==> config.mk <==
export PLATFORM = sky130hd
export DESIGN_NAME = amrb_ctrl
export DESIGN_NICKNAME = d
export VERILOG_FILES = /design/src/rtl/core/amrb_pkg.sv /design/src/rtl/core/amrb_ctrl.sv
export SDC_FILE = /design/constraint.sdc
export NUM_CORES = 1
export LEC_CHECK = 0
export ABC_AREA = 1
export BUFFER_PORTS_ARGS = -buffer_cell sky130_fd_sc_hd__buf_2
export CORE_AREA = 8 8 45 47
export DETAILED_ROUTE_END_ITERATION = 8
export DIE_AREA = 0 0 53 55
export SLEW_MARGIN = 10
export SYNTH_ARGS = -nofsm -noshare
export SYNTH_HDL_FRONTEND = slang
export SYNTH_SLANG_ARGS = --single-unit
==> constraint.sdc <==
create_clock -name clock -period 1.58 [get_ports clock]
set_clock_uncertainty 0.2 [all_clocks]
set_input_delay 0.158 -clock clock [delete_from_list [all_inputs] [get_ports clock]]
set_output_delay 0.158 -clock clock [all_outputs]
set_load 0.02 [all_outputs]
==> src/rtl/core/amrb_pkg.sv <==
// ----------------------------------------------------------------------------
// amrb_pkg
// Shared types, sizes and codes for the aligned message ring buffer.
// ----------------------------------------------------------------------------
`default_nettype none

package amrb_pkg;

   // Ring geometry. RING_BYTES and LINE_BYTES must be powers of two, since
   // wrapping and line rounding are done by masking.
   localparam int RING_BYTES   = 4096;
   localparam int LINE_BYTES   = 64;
   localparam int HEADER_BYTES = 4;

   // Fixed field widths of the item interfaces.
   localparam int CMD_W    = 2;
   localparam int LEN_W    = 12;
   localparam int DATA_W   = 8;
   localparam int STATUS_W = 3;
   localparam int BATCH_W  = 12;
   localparam int LIMIT_W  = 13;

   localparam logic [LIMIT_W-1:0] LIMIT_RESET = LIMIT_W'(2048);

   // Derived sizes.
   localparam int RING_AW  = $clog2(RING_BYTES);
   localparam int HCNT_W   = $clog2(HEADER_BYTES);
   localparam int HDR_BITS = HEADER_BYTES * DATA_W;
   localparam int TOTAL_W  = $clog2(HEADER_BYTES + (1 << LEN_W) + LINE_BYTES);
   localparam int CMP_A    = (TOTAL_W > LIMIT_W) ? TOTAL_W : LIMIT_W;
   localparam int CMP_W    = (CMP_A > RING_AW + 1) ? CMP_A : RING_AW + 1;

   localparam logic [TOTAL_W-1:0] TOTAL_ROUND = TOTAL_W'(HEADER_BYTES + LINE_BYTES - 1);
   localparam logic [TOTAL_W-1:0] TOTAL_MASK  = ~TOTAL_W'(LINE_BYTES - 1);

   localparam int REQ_TDATA_W = ((LEN_W + DATA_W + 7) / 8) * 8;
   localparam int RSP_TDATA_W = ((BATCH_W + DATA_W + 7) / 8) * 8;

   // Item commands.
   typedef enum logic [CMD_W-1:0] {
      CMD_BEGIN   = 2'd0,
      CMD_PAYLOAD = 2'd1,
      CMD_FETCH   = 2'd2,
      CMD_READ    = 2'd3
   } cmd_type;

   // Result status codes.
   typedef enum logic [STATUS_W-1:0] {
      RSP_OK        = 3'd0,
      RSP_FWD_LIMIT = 3'd1,
      RSP_NO_SPACE  = 3'd2,
      RSP_EMPTY     = 3'd3,
      RSP_BUSY      = 3'd4,
      RSP_SEQ       = 3'd5
   } status_type;

   // Controller states.
   typedef enum logic [2:0] {
      S_CLEAR,
      S_IDLE,
      S_EXEC,
      S_HDR,
      S_RD_ZERO,
      S_DONE
   } fsm_state_type;

   // Commands from the controller to the datapath.
   typedef struct packed {
      logic clear_en;
      logic load_in;
      logic rd_issue;
      logic hdr_wr;
      logic rd_zero;
      logic commit;
   } ctl_type;

   // Status from the datapath to the controller.
   typedef struct packed {
      cmd_type cmd;
      logic    ok;
      logic    clear_last;
      logic    hdr_last;
   } sts_type;

endpackage

`default_nettype wire

==> src/rtl/core/amrb_ctrl.sv <==
// ----------------------------------------------------------------------------
// amrb_ctrl
// Sequencer for the ring buffer: clearing pass, item execution steps and the
// result handshake.
// ----------------------------------------------------------------------------
`default_nettype none

module amrb_ctrl (
   input  wire logic             clock,
   input  wire logic             reset,
   input  wire logic             req_tvalid,
   output logic                  req_tready,
   output logic                  rsp_tvalid,
   input  wire logic             rsp_tready,
   input  wire amrb_pkg::sts_type sts,
   output amrb_pkg::ctl_type     ctl
);

   amrb_pkg::fsm_state_type state_ff, state_in;
   logic                    rsp_valid_ff, rsp_valid_in;
   logic                    out_free;

   // The result register can take a new item when empty or being drained.
   assign out_free = !rsp_valid_ff || rsp_tready;

   // Next state.
   always_comb begin
      state_in = state_ff;
      case (state_ff)
         amrb_pkg::S_CLEAR: begin
            if (sts.clear_last) state_in = amrb_pkg::S_IDLE;
         end
         amrb_pkg::S_IDLE: begin
            if (req_tvalid) state_in = amrb_pkg::S_EXEC;
         end
         amrb_pkg::S_EXEC: begin
            if (sts.ok && sts.cmd == amrb_pkg::CMD_BEGIN) begin
               state_in = amrb_pkg::S_HDR;
            end else if (sts.ok && sts.cmd == amrb_pkg::CMD_READ) begin
               state_in = amrb_pkg::S_RD_ZERO;
            end else begin
               state_in = amrb_pkg::S_DONE;
            end
         end
         amrb_pkg::S_HDR: begin
            if (sts.hdr_last) state_in = amrb_pkg::S_DONE;
         end
         amrb_pkg::S_RD_ZERO: begin
            state_in = amrb_pkg::S_DONE;
         end
         amrb_pkg::S_DONE: begin
            if (out_free) state_in = amrb_pkg::S_IDLE;
         end
         default: begin
            state_in = amrb_pkg::S_CLEAR;
         end
      endcase
   end

   // Outputs decoded from the state.
   always_comb begin
      ctl            = '0;
      req_tready     = 1'b0;
      case (state_ff)
         amrb_pkg::S_CLEAR: begin
            ctl.clear_en = 1'b1;
         end
         amrb_pkg::S_IDLE: begin
            req_tready  = 1'b1;
            ctl.load_in = req_tvalid;
         end
         amrb_pkg::S_EXEC: begin
            ctl.rd_issue = 1'b1;
         end
         amrb_pkg::S_HDR: begin
            ctl.hdr_wr = 1'b1;
         end
         amrb_pkg::S_RD_ZERO: begin
            ctl.rd_zero = 1'b1;
         end
         amrb_pkg::S_DONE: begin
            ctl.commit = out_free;
         end
         default: begin
            ctl = '0;
         end
      endcase
   end

   // Result valid: set when an item commits, cleared when taken.
   always_comb begin
      rsp_valid_in = rsp_valid_ff;
      if (ctl.commit) begin
         rsp_valid_in = 1'b1;
      end else if (rsp_tready) begin
         rsp_valid_in = 1'b0;
      end
   end

   always_ff @(posedge clock) begin
      if (reset) begin
         state_ff     <= amrb_pkg::S_CLEAR;
         rsp_valid_ff <= 1'b0;
      end else begin
         state_ff     <= state_in;
         rsp_valid_ff <= rsp_valid_in;
      end
   end

   assign rsp_tvalid = rsp_valid_ff;

endmodule

`default_nettype wire

==> impl_metrics.tcl, run 1 <==
set metrics [dict create \
    status "completed" \
    cap_violations 0 \
    syn_area_um2 315 \
    worst-path-stages 4 \
    cts_root_buf "clkbuf_4" \
    layout_min_cycle_time_ns 1.49 \
    die_h_um 55 \
    coreArea_um2 1380 \
    tightest_slew_ns 0.244 \
    grt_use_total_pct 6.17 \
    start_util_pct 22.8 \
    cp_slowest_cell "dfxtp_1" \
    wl_per_cell_um 8.92 \
    yosysSeqAreaShare_pct 25.4 \
    timing.critical_path.to "ctl[5]" \
    wl_um 821 \
    start_kind "register" \
    finalNonFillerCells 92 \
    setup-tns-final_ns 0 \
    reg2reg_to "state_ff[2]" \
    firstDrtPassIters 4 \
    period_share_pct 94.2 \
    grt_setup_unrepaired "yes" \
    syn_nets 66 \
    clk_transition_reported_paths_ns 0.04 \
    cp_common_cell "nor2_1" \
    grt_max_degree 8 \
    crit_path_start "state_ff[1]" \
    yosysWarnings 0 \
    setup_viol 0 \
    arrival_ns 1.13 \
    grt_pass1_wl_um 1350 \
    clockBufferDepth 2 \
    rr_startpoint "state_ff[1]" \
    clock_latency_ns 0.23 \
    reg2reg_slack_ns 0.26 \
    path_buf_inv 2 \
    area_growth_syn_to_layout_pct 41.3 \
    globalRoute.totalOverflow 0 \
    regArea_um2 82.6 \
    slew_viol_final 0 \
    antenna_cells 0 \
    crit_chain "nor2_1 > inv_1 > nor2_1 > buf_2" \
    ff2ff_path_depth 6 \
    cts_sinks 4 \
    mostFrequentLayoutCell "nand2_1" \
    drc 0 \
    yosysTopAreaCell "dfxtp_1" \
    synth_area_leaders "dfxtp_1, nand2_1, nor2_1" \
    power.density_nw_per_um2 954 \
    netlist_instances 57 \
    min_path_type "in2reg" \
    io_buffer_count 16 \
    cts_buffers 3 \
    critPathKind "reg2out" \
    max_freq_ghz 0.672 \
    ant_nets 0 \
    p_leak_nw 0.262 \
    hpwl_um 688 \
    dp_cells 88 \
    h-tree-depth 1 \
    slew_headroom_pct 83.7 \
    yosys.cell_types.count 15 \
    critical_path.top_delay_family "flip-flops" \
    synth_top_area_share_pct 25.4 \
    nets 87 \
    stdcell_area_um2 445 \
    peakVddDrop_v 0.000377 \
    ys_ff_latch 4 \
    cts_tree "built" \
    critPathCaptureType "output port" \
    grt_pass1_vias 363 \
    die-area_um2 2920 \
    syn_area_per_cell_um2 5.53 \
    worstPathRequired_ns 1.22 \
    vias 378 \
    gp_congestion 0.753 \
    drtIter0Drc 6 \
    vias_per_cell 4.11 \
    placementRows 14 \
    final_layout_size_suffix_gt1_share_pct 42.1 \
    final_cell_mix "nand2_1, buf_2, nor2_1" \
    hold_viol 0 \
    multi_input_area_um2 196 \
    fillers 171 \
    die_w_um 53 \
    antenna_found_initial 0 \
    critPathMaxStageDelay_ns 0.36 \
    place_area_um2 408 \
    boundaryPins 17 \
    critPathMaxFanout 7 \
]
[layout make-up]
type,instances,area share [%]
clock buffers,3,5.06
inverters,9,7.58
multi-input cells,43,44.1
flip-flops and latches,4,18.5
well taps,16,4.49
repair buffers,17,20.2
[flip-flops by register name (all words and copies together) (netlist names)]
signal and cells:
state_ff 3, rsp_tvalid 1
[per-stage QoR]
step                utilization (%)  power [mW]  worst slack [ns]  hold WS (ns)
global route                   32.2       0.468           -0.0286        0.0540
floorplan                         -       0.247             0.103        0.0271
finish                         32.2       0.425            0.0922        0.0287
detailed placement             29.5       0.297             0.258         0.171
CTS                            31.8       0.430            0.0424        0.0286
global placement               29.5       0.294             0.248         0.170
[worst min path at each step]
stage,slack [ns],to,startpoint,depth (start not counted)
2_1_floorplan,0.03,state_ff[1],reset,1
3_3_place_gp,0.17,state_ff[2],reset,2
3_5_place_dp,0.17,state_ff[2],reset,2
4_1_cts,0.03,state_ff[1],sts[0],4
5_1_grt,0.05,state_ff[1],sts[0],4
6_report,0.03,state_ff[1],sts[0],4
[metal layers]
layer  global-route usage, %  wire length (um)  vias up  part of all wire (%)
li1                        -                 -      208                     -
met1                    6.36               365      157                    44
met2                    9.77               372       11                    45
met3                    2.41                74        2                   9.0
met4                    5.17                 9        0                   1.1
met5                       0                 0        -                     0
[kinds of logic after synthesis]
group	after synthesis	synth area share [%]
compound gates	4	7.54
flops	4	25.4
buf+inv	10	13.1
simple gates	39	54.0
[cell usage after synthesis]
cell type	instances
nor2_1	11
inv_1	5
nand2_2	3
nor3_1	1
dfxtp_1	4
nand3_1	3
inv_2	3
clkinv_1	1
nand2_1	18
o21ai_0	1
buf_4	1
a21oi_1	2
a21oi_2	1
nor2_2	2
nand3_2	1
[report_power, final]
part	internal (mW)	switching (mW)	total, mW	leakage [nW]
Clock	0.0850	0.0416	0.127	0.0138
Combinational	0.0609	0.108	0.169	0.214
Sequential	0.114	0.0160	0.130	0.0334
Total	0.259	0.165	0.425	0.262
[tightest hold or removal path: stages]
cell	delay (ns)
buf_2	0.08
inv_2	0.03
nand2_1	0.08
a21oi_1	0.07
[timing repair]
item                                    in CTS  in global routing
hold buffers                                 1                  0
endpoints found under the setup margin       0                  5
hold endpoints to repair                     3                  0
buffers inserted                             0                  0
resized for setup                            0                  3
Power figures use the tool's default switching activity.
==> run 2: changes to the inputs <==
--- a/config.mk
+++ b/config.mk
@@ -10,6 +10,7 @@
 export CORE_AREA = 8 8 45 47
 export DETAILED_ROUTE_END_ITERATION = 8
 export DIE_AREA = 0 0 53 55
+export REMOVE_ABC_BUFFERS = 1
 export SLEW_MARGIN = 10
 export SYNTH_ARGS = -nofsm -noshare
 export SYNTH_HDL_FRONTEND = slang
==> run 2 against run 1 <==
Wire length is 1.2% higher; largest power group unchanged; clock power hardly changed; highest routed layer unchanged; worst setup slack worse by 0.030 ns; critical path depth is 1 higher; final cell count stayed put; sequential power hardly changed; die area stayed put; sequential share of layout area is 0.13 points lower; design area is 0.84% lower; worst hold slack worse by 0.0067 ns; count of clock-buffer cells in the layout stayed put; power is 0.18% higher.
==> impl_metrics.tcl, run 2 (synthesis results as in run 1) <==
set metrics [dict create \
    status "completed" \
    die-area_um2 2920 \
    wl_per_cell_um 9.03 \
    io_buffer_count 16 \
    power.density_nw_per_um2 964 \
    dp_cells 88 \
    setup_viol 0 \
    grt_use_total_pct 6.50 \
    start_kind "register" \
    grt_max_degree 8 \
    gp_congestion 0.850 \
    critPathMaxStageDelay_ns 0.37 \
    antenna_cells 0 \
    p_leak_nw 0.262 \
    arrival_ns 1.16 \
    slew_headroom_pct 84.0 \
    power.total_mw 0.426 \
    cts_tree "built" \
    cts_buffers 3 \
    die_h_um 55 \
    area_growth_syn_to_layout_pct 40.1 \
    vias 393 \
    globalRoute.totalOverflow 0 \
    grt_pass1_vias 376 \
    cap_violations 0 \
    hold_viol 0 \
    ant_nets 0 \
    die_w_um 53 \
    cts_root_buf "clkbuf_4" \
    finalNonFillerCells 92 \
    placementRows 14 \
    clockBufferDepth 2 \
    layout_min_cycle_time_ns 1.52 \
    critPathCaptureType "output port" \
    final_cell_mix "nand2_1, buf_2, nor2_1" \
    h-tree-depth 1 \
    drc 0 \
    critPathMaxFanout 4 \
    cp_slowest_cell "dfxtp_1" \
    nets 87 \
    cp_common_cell "nor2_1" \
    antenna_found_initial 0 \
    critPathKind "reg2out" \
    mostFrequentLayoutCell "nand2_1" \
    clk_transition_reported_paths_ns 0.04 \
    grt_setup_unrepaired "yes" \
    tightest_slew_ns 0.240 \
    min_path_type "in2reg" \
    critical_path.top_delay_family "flip-flops" \
    cts_sinks 4 \
    hpwl_um 712 \
    clock_latency_ns 0.24 \
    max_freq_ghz 0.659 \
    worstPathRequired_ns 1.22 \
    path_buf_inv 2 \
    vias_per_cell 4.27 \
    largest_reg_flops 3 \
    post_cts_buffers 0 \
    boundaryPins 17 \
    coreArea_um2 1380 \
    peakVddDrop_v 0.000277 \
    crit_chain "inv_2 > nor2_1 > nand2_1 > nor2_1 > buf_2" \
    slew_viol_final 0 \
    grt_pass1_wl_um 1390 \
    final_layout_size_suffix_gt1_share_pct 39.5 \
    start_util_pct 22.8 \
    largest_register "state_ff" \
    drtIter0Drc 11 \
    firstDrtPassIters 4 \
    fillers 158 \
    wl_um 831 \
    period_share_pct 96.1 \
]
-- run 2: cell counts in the layout (fill, tap and decap cells not counted) --
No cell type changed its count.
-- run 2: where the power goes --
group	leakage, nW	switching, mW	internal [mW]
clock network	0.0138	0.0430	0.0850
logic	0.215	0.111	0.0601
registers	0.0332	0.0145	0.113
total	0.262	0.168	0.258
-- run 2: layout make-up --
type	count	area, um2	area share, %
repair buffers	17	90.1	20.4
well taps	16	20.0	4.53
clock buffers	3	22.5	5.10
inverters	9	33.8	7.65
flip-flops and latches	4	81.3	18.4
multi-input cells	43	194	43.9
-- run 2: repair_timing --
action | CTS | global route
resized for setup | 0 | 1
endpoints found under the hold margin | 3 | 0
setup endpoints to repair | 0 | 4
hold buffers | 1 | 0
-- run 2: routing by layer --
| layer | GRT usage, % | wire length [um] |
|---|---|---|
| met1 | 6.37 | 339 |
| met2 | 10.7 | 393 |
| met3 | 1.87 | 76 |
| met4 | 6.47 | 21 |
| met5 | 0 | 0 |
-- run 2: tightest hold or removal path, delay by kind of cell --
kind / cells / cell delay [ns]
AOI/OAI and AO/OA: 1 / 0.07
buffers and inverters: 2 / 0.10
and+or+nand+nor: 1 / 0.07
-- run 2: final timing paths --
kind / startpoint / slack [ns] / cells past startpoint / to
setup / recovery: state_ff[0] / 0.06 / 5 / ctl[4]
hold / removal: sts[0] / 0.02 / 4 / state_ff[1]
setup reg to reg: state_ff[1] / 0.25 / 6 / state_ff[1]
hold reg to reg: rsp_tvalid / 0.37 / 4 / state_ff[2]
-- run 2: metrics by stage --
step / hold WS [ns] / area, um2 / utilization (%) / TNS [ns] / setup slack (ns)
4_1_cts: 0.0233 / 440 / 31.8 / 0 / 0.0353
3_3_place_gp: 0.166 / 408 / 29.5 / 0 / 0.268
2_1_floorplan: 0.0271 / 308 / - / 0 / 0.103
5_1_grt: 0.0409 / 442 / 31.9 / -0.122 / -0.0518
6_report: 0.0219 / 442 / 31.9 / 0 / 0.0619
3_5_place_dp: 0.176 / 408 / 29.5 / 0 / 0.252
==> run 3: changes to the inputs <==
--- a/config.mk
+++ b/config.mk
@@ -5,11 +5,11 @@
 export SDC_FILE = /design/constraint.sdc
 export NUM_CORES = 1
 export LEC_CHECK = 0
-export ABC_AREA = 1
 export BUFFER_PORTS_ARGS = -buffer_cell sky130_fd_sc_hd__buf_2
-export CORE_AREA = 8 8 45 47
+export CORE_MARGIN = 8
+export CORE_UTILIZATION = 25
+export CTS_CLUSTER_SIZE = 20
 export DETAILED_ROUTE_END_ITERATION = 8
-export DIE_AREA = 0 0 53 55
 export REMOVE_ABC_BUFFERS = 1
 export SLEW_MARGIN = 10
 export SYNTH_ARGS = -nofsm -noshare
==> run 3 against run 2 <==
Combinational power grew 15%; die area shrank 6.5%; design area grew 14%; sequential cell count is the same; wire length grew 15%; first-iteration DRC count shrank 82%; register-to-register slack lost 0.19 ns; critical path type unchanged; largest cell class unchanged.
==> impl_metrics.tcl, run 3 <==
set metrics [dict create \
    die_h_um 52.2 \
    h-tree-depth 1 \
    gp_congestion 0.791 \
    wl_per_cell_um 12.2 \
    syn_area_per_cell_um2 8.00 \
    cts_buffers 3 \
    cp_slowest_cell "dfxtp_2" \
    critPathMaxFanout 3 \
    power.density_nw_per_um2 890 \
    hold_end "state_ff[1]" \
    largest_reg_flops 3 \
    start_util_pct 25.8 \
    final_cell_mix "buf_2, buf_4, nor3_1, a21oi_1, clkbuf_4" \
    clk_transition_reported_paths_ns 0.04 \
    cap_violations 0 \
    critPathKind "reg2out" \
    coreArea_um2 1270 \
    finalNonFillerCells 78 \
    p_leak_nw 0.242 \
    critPathMaxStageDelay_ns 0.33 \
    drtIter0Drc 2 \
    asyncSetResetFlopFracSynth_pct 0 \
    synth_ff_type "dfxtp_1" \
    ys_ff_latch 4 \
    area_growth_syn_to_layout_pct 53.4 \
    largest_register "state_ff" \
    die-area_um2 2730 \
    boundaryPins 17 \
    nets 74 \
    synth_area_leaders "dfxtp_1, a21oi_1, nor3_1" \
    worstPathRequired_ns 1.22 \
    grt_max_degree 12 \
    slew_viol_final 0 \
    placementRows 13 \
    clockBufferDepth 2 \
    die_w_um 52.2 \
    grt_setup_unrepaired "yes" \
    netlist_instances 41 \
    cts_root_buf "clkbuf_4" \
    grt_pass1_wl_um 1420 \
    synth_top_area_share_pct 24.4 \
    yosysWarnings 0 \
    yosys.cell_types.count 25 \
    mostFrequentLayoutCell "buf_2" \
    slew_headroom_pct 79.3 \
    tightest_slew_ns 0.308 \
    antenna_found_initial 0 \
    ff2ff_path_depth 5 \
    setup_viol 0 \
    drc 0 \
    yosysTopAreaCell "dfxtp_1" \
    max_freq_ghz 0.650 \
    start_kind "register" \
    reg2reg_slack_ns 0.06 \
    hold_viol 0 \
    synth.area.mux_share_pct 3.05 \
    critPathCaptureType "output port" \
    synth_compound_area_share_pct 21.4 \
    grt_pass1_vias 331 \
    rr_startpoint "state_ff[2]" \
    ant_nets 0 \
    reg2reg_to "state_ff[1]" \
    final_layout_size_suffix_gt1_share_pct 58.7 \
    antenna_cells 0 \
    synth_top_family_by_area "simple AND/OR/NAND/NOR gates" \
    arrival_ns 1.18 \
    wl_um 953 \
    dp_cells 72 \
    synthAdderAreaFrac_pct 0 \
    vias 363 \
    netlist_top_cells_count "a21oi_1, dfxtp_1, nor3_1" \
    peakVddDrop_v 0.000256 \
    fillers 138 \
    io_buffer_count 16 \
    syn_area_um2 328 \
    layout_min_cycle_time_ns 1.54 \
    cts_sinks 4 \
    min_path_type "in2reg" \
    globalRoute.totalOverflow 0 \
    clock_latency_ns 0.23 \
    min-delay-start "sts[0]" \
    crit_chain "or2b_1 > buf_4 > nor2_2 > buf_4" \
    cp_common_cell "buf_4" \
    grt_use_total_pct 6.73 \
    synth-edff-count 0 \
    hpwl_um 728 \
    vias_per_cell 4.65 \
    yosys.area_share.simple_pct 42.0 \
    hold_depth 3 \
    hold-worst-slack_ns 0.0681 \
    status "completed" \
    yosysSeqAreaShare_pct 24.4 \
    synth_xor_area_share_pct 0 \
    period_share_pct 97.4 \
    cts_tree "built" \
    firstDrtPassIters 3 \
]
run 3: cell families (layout without fill, tap and decap cells):
group	count (synthesis)	count (layout)
AND/OR/NAND/NOR	22	22
AO/OA/AOI/OAI	10	10
flip-flops	4	4
buffers and inverters	4	26
multiplexers	1	1
run 3: worst max-delay path: cells and delay by family, from the launching register on:
family / cells / cell delay (ns)
AND/OR/NAND/NOR: 2 / 0.32
flip-flops: 1 / 0.33
buffers and inverters: 2 / 0.29
run 3: repair_timing:
| item | CTS | global route |
|---|---|---|
| resized for setup | 6 | 6 |
| buffers inserted | 1 | 1 |
| hold buffers | 1 | 0 |
| cloned | 0 | 0 |
| endpoints found under the setup margin | 3 | 5 |
| endpoints found under the hold margin | 2 | 0 |
| pin swaps | 2 | 1 |
run 3: how the worst max path moves through the flow:
stage / startpoint / endpoint / slack (ns) / depth (start not counted)
after floorplan: state_ff[0] / ctl[4] / -0.14 / 3
final: state_ff[0] / ctl[2] / 0.04 / 4
after global placement: state_ff[0] / state_ff[1] / 0.14 / 5
after global routing: state_ff[0] / ctl[4] / -0.009 / 4
after detailed placement: state_ff[0] / state_ff[1] / 0.12 / 5
after CTS: state_ff[2] / ctl[4] / -0.006 / 4
run 3: final cells by class:
cell class	instances	area, um2	share of cell area [%]
Sequential cell	4	86.3	17.2
Timing Repair Buffer	22	136	27.1
Inverter	1	3.75	0.746
Clock buffer	3	22.5	4.48
Tap cell	15	18.8	3.73
Multi-Input combinational cell	33	235	46.8
run 3: routing by layer:
metal	wire length, um	vias to the layer above	global-route usage (%)
met1	394	159	7.09
met5	0	-	0
met2	424	15	11.0
met3	133	0	3.69
met4	0	0	2.59
li1	-	189	-
run 3: power by group:
part | total (mW) | internal [mW] | switching, mW
registers | 0.124 | 0.112 | 0.0116
clock network | 0.127 | 0.0850 | 0.0418
logic | 0.197 | 0.0931 | 0.104
run 3: stage by stage:
step | power, mW | setup TNS (ns) | area [um2] | util, % | setup slack (ns)
finish | 0.448 | 0 | 503 | 39.6 | 0.0418
global route | 0.479 | -0.00948 | 503 | 39.6 | -0.00948
CTS | 0.435 | -0.00644 | 478 | 37.7 | -0.00644
detailed placement | 0.292 | 0 | 423 | 33.3 | 0.116
global placement | 0.290 | 0 | 423 | 33.3 | 0.143
floorplan | 0.229 | -0.177 | 302 | - | -0.136
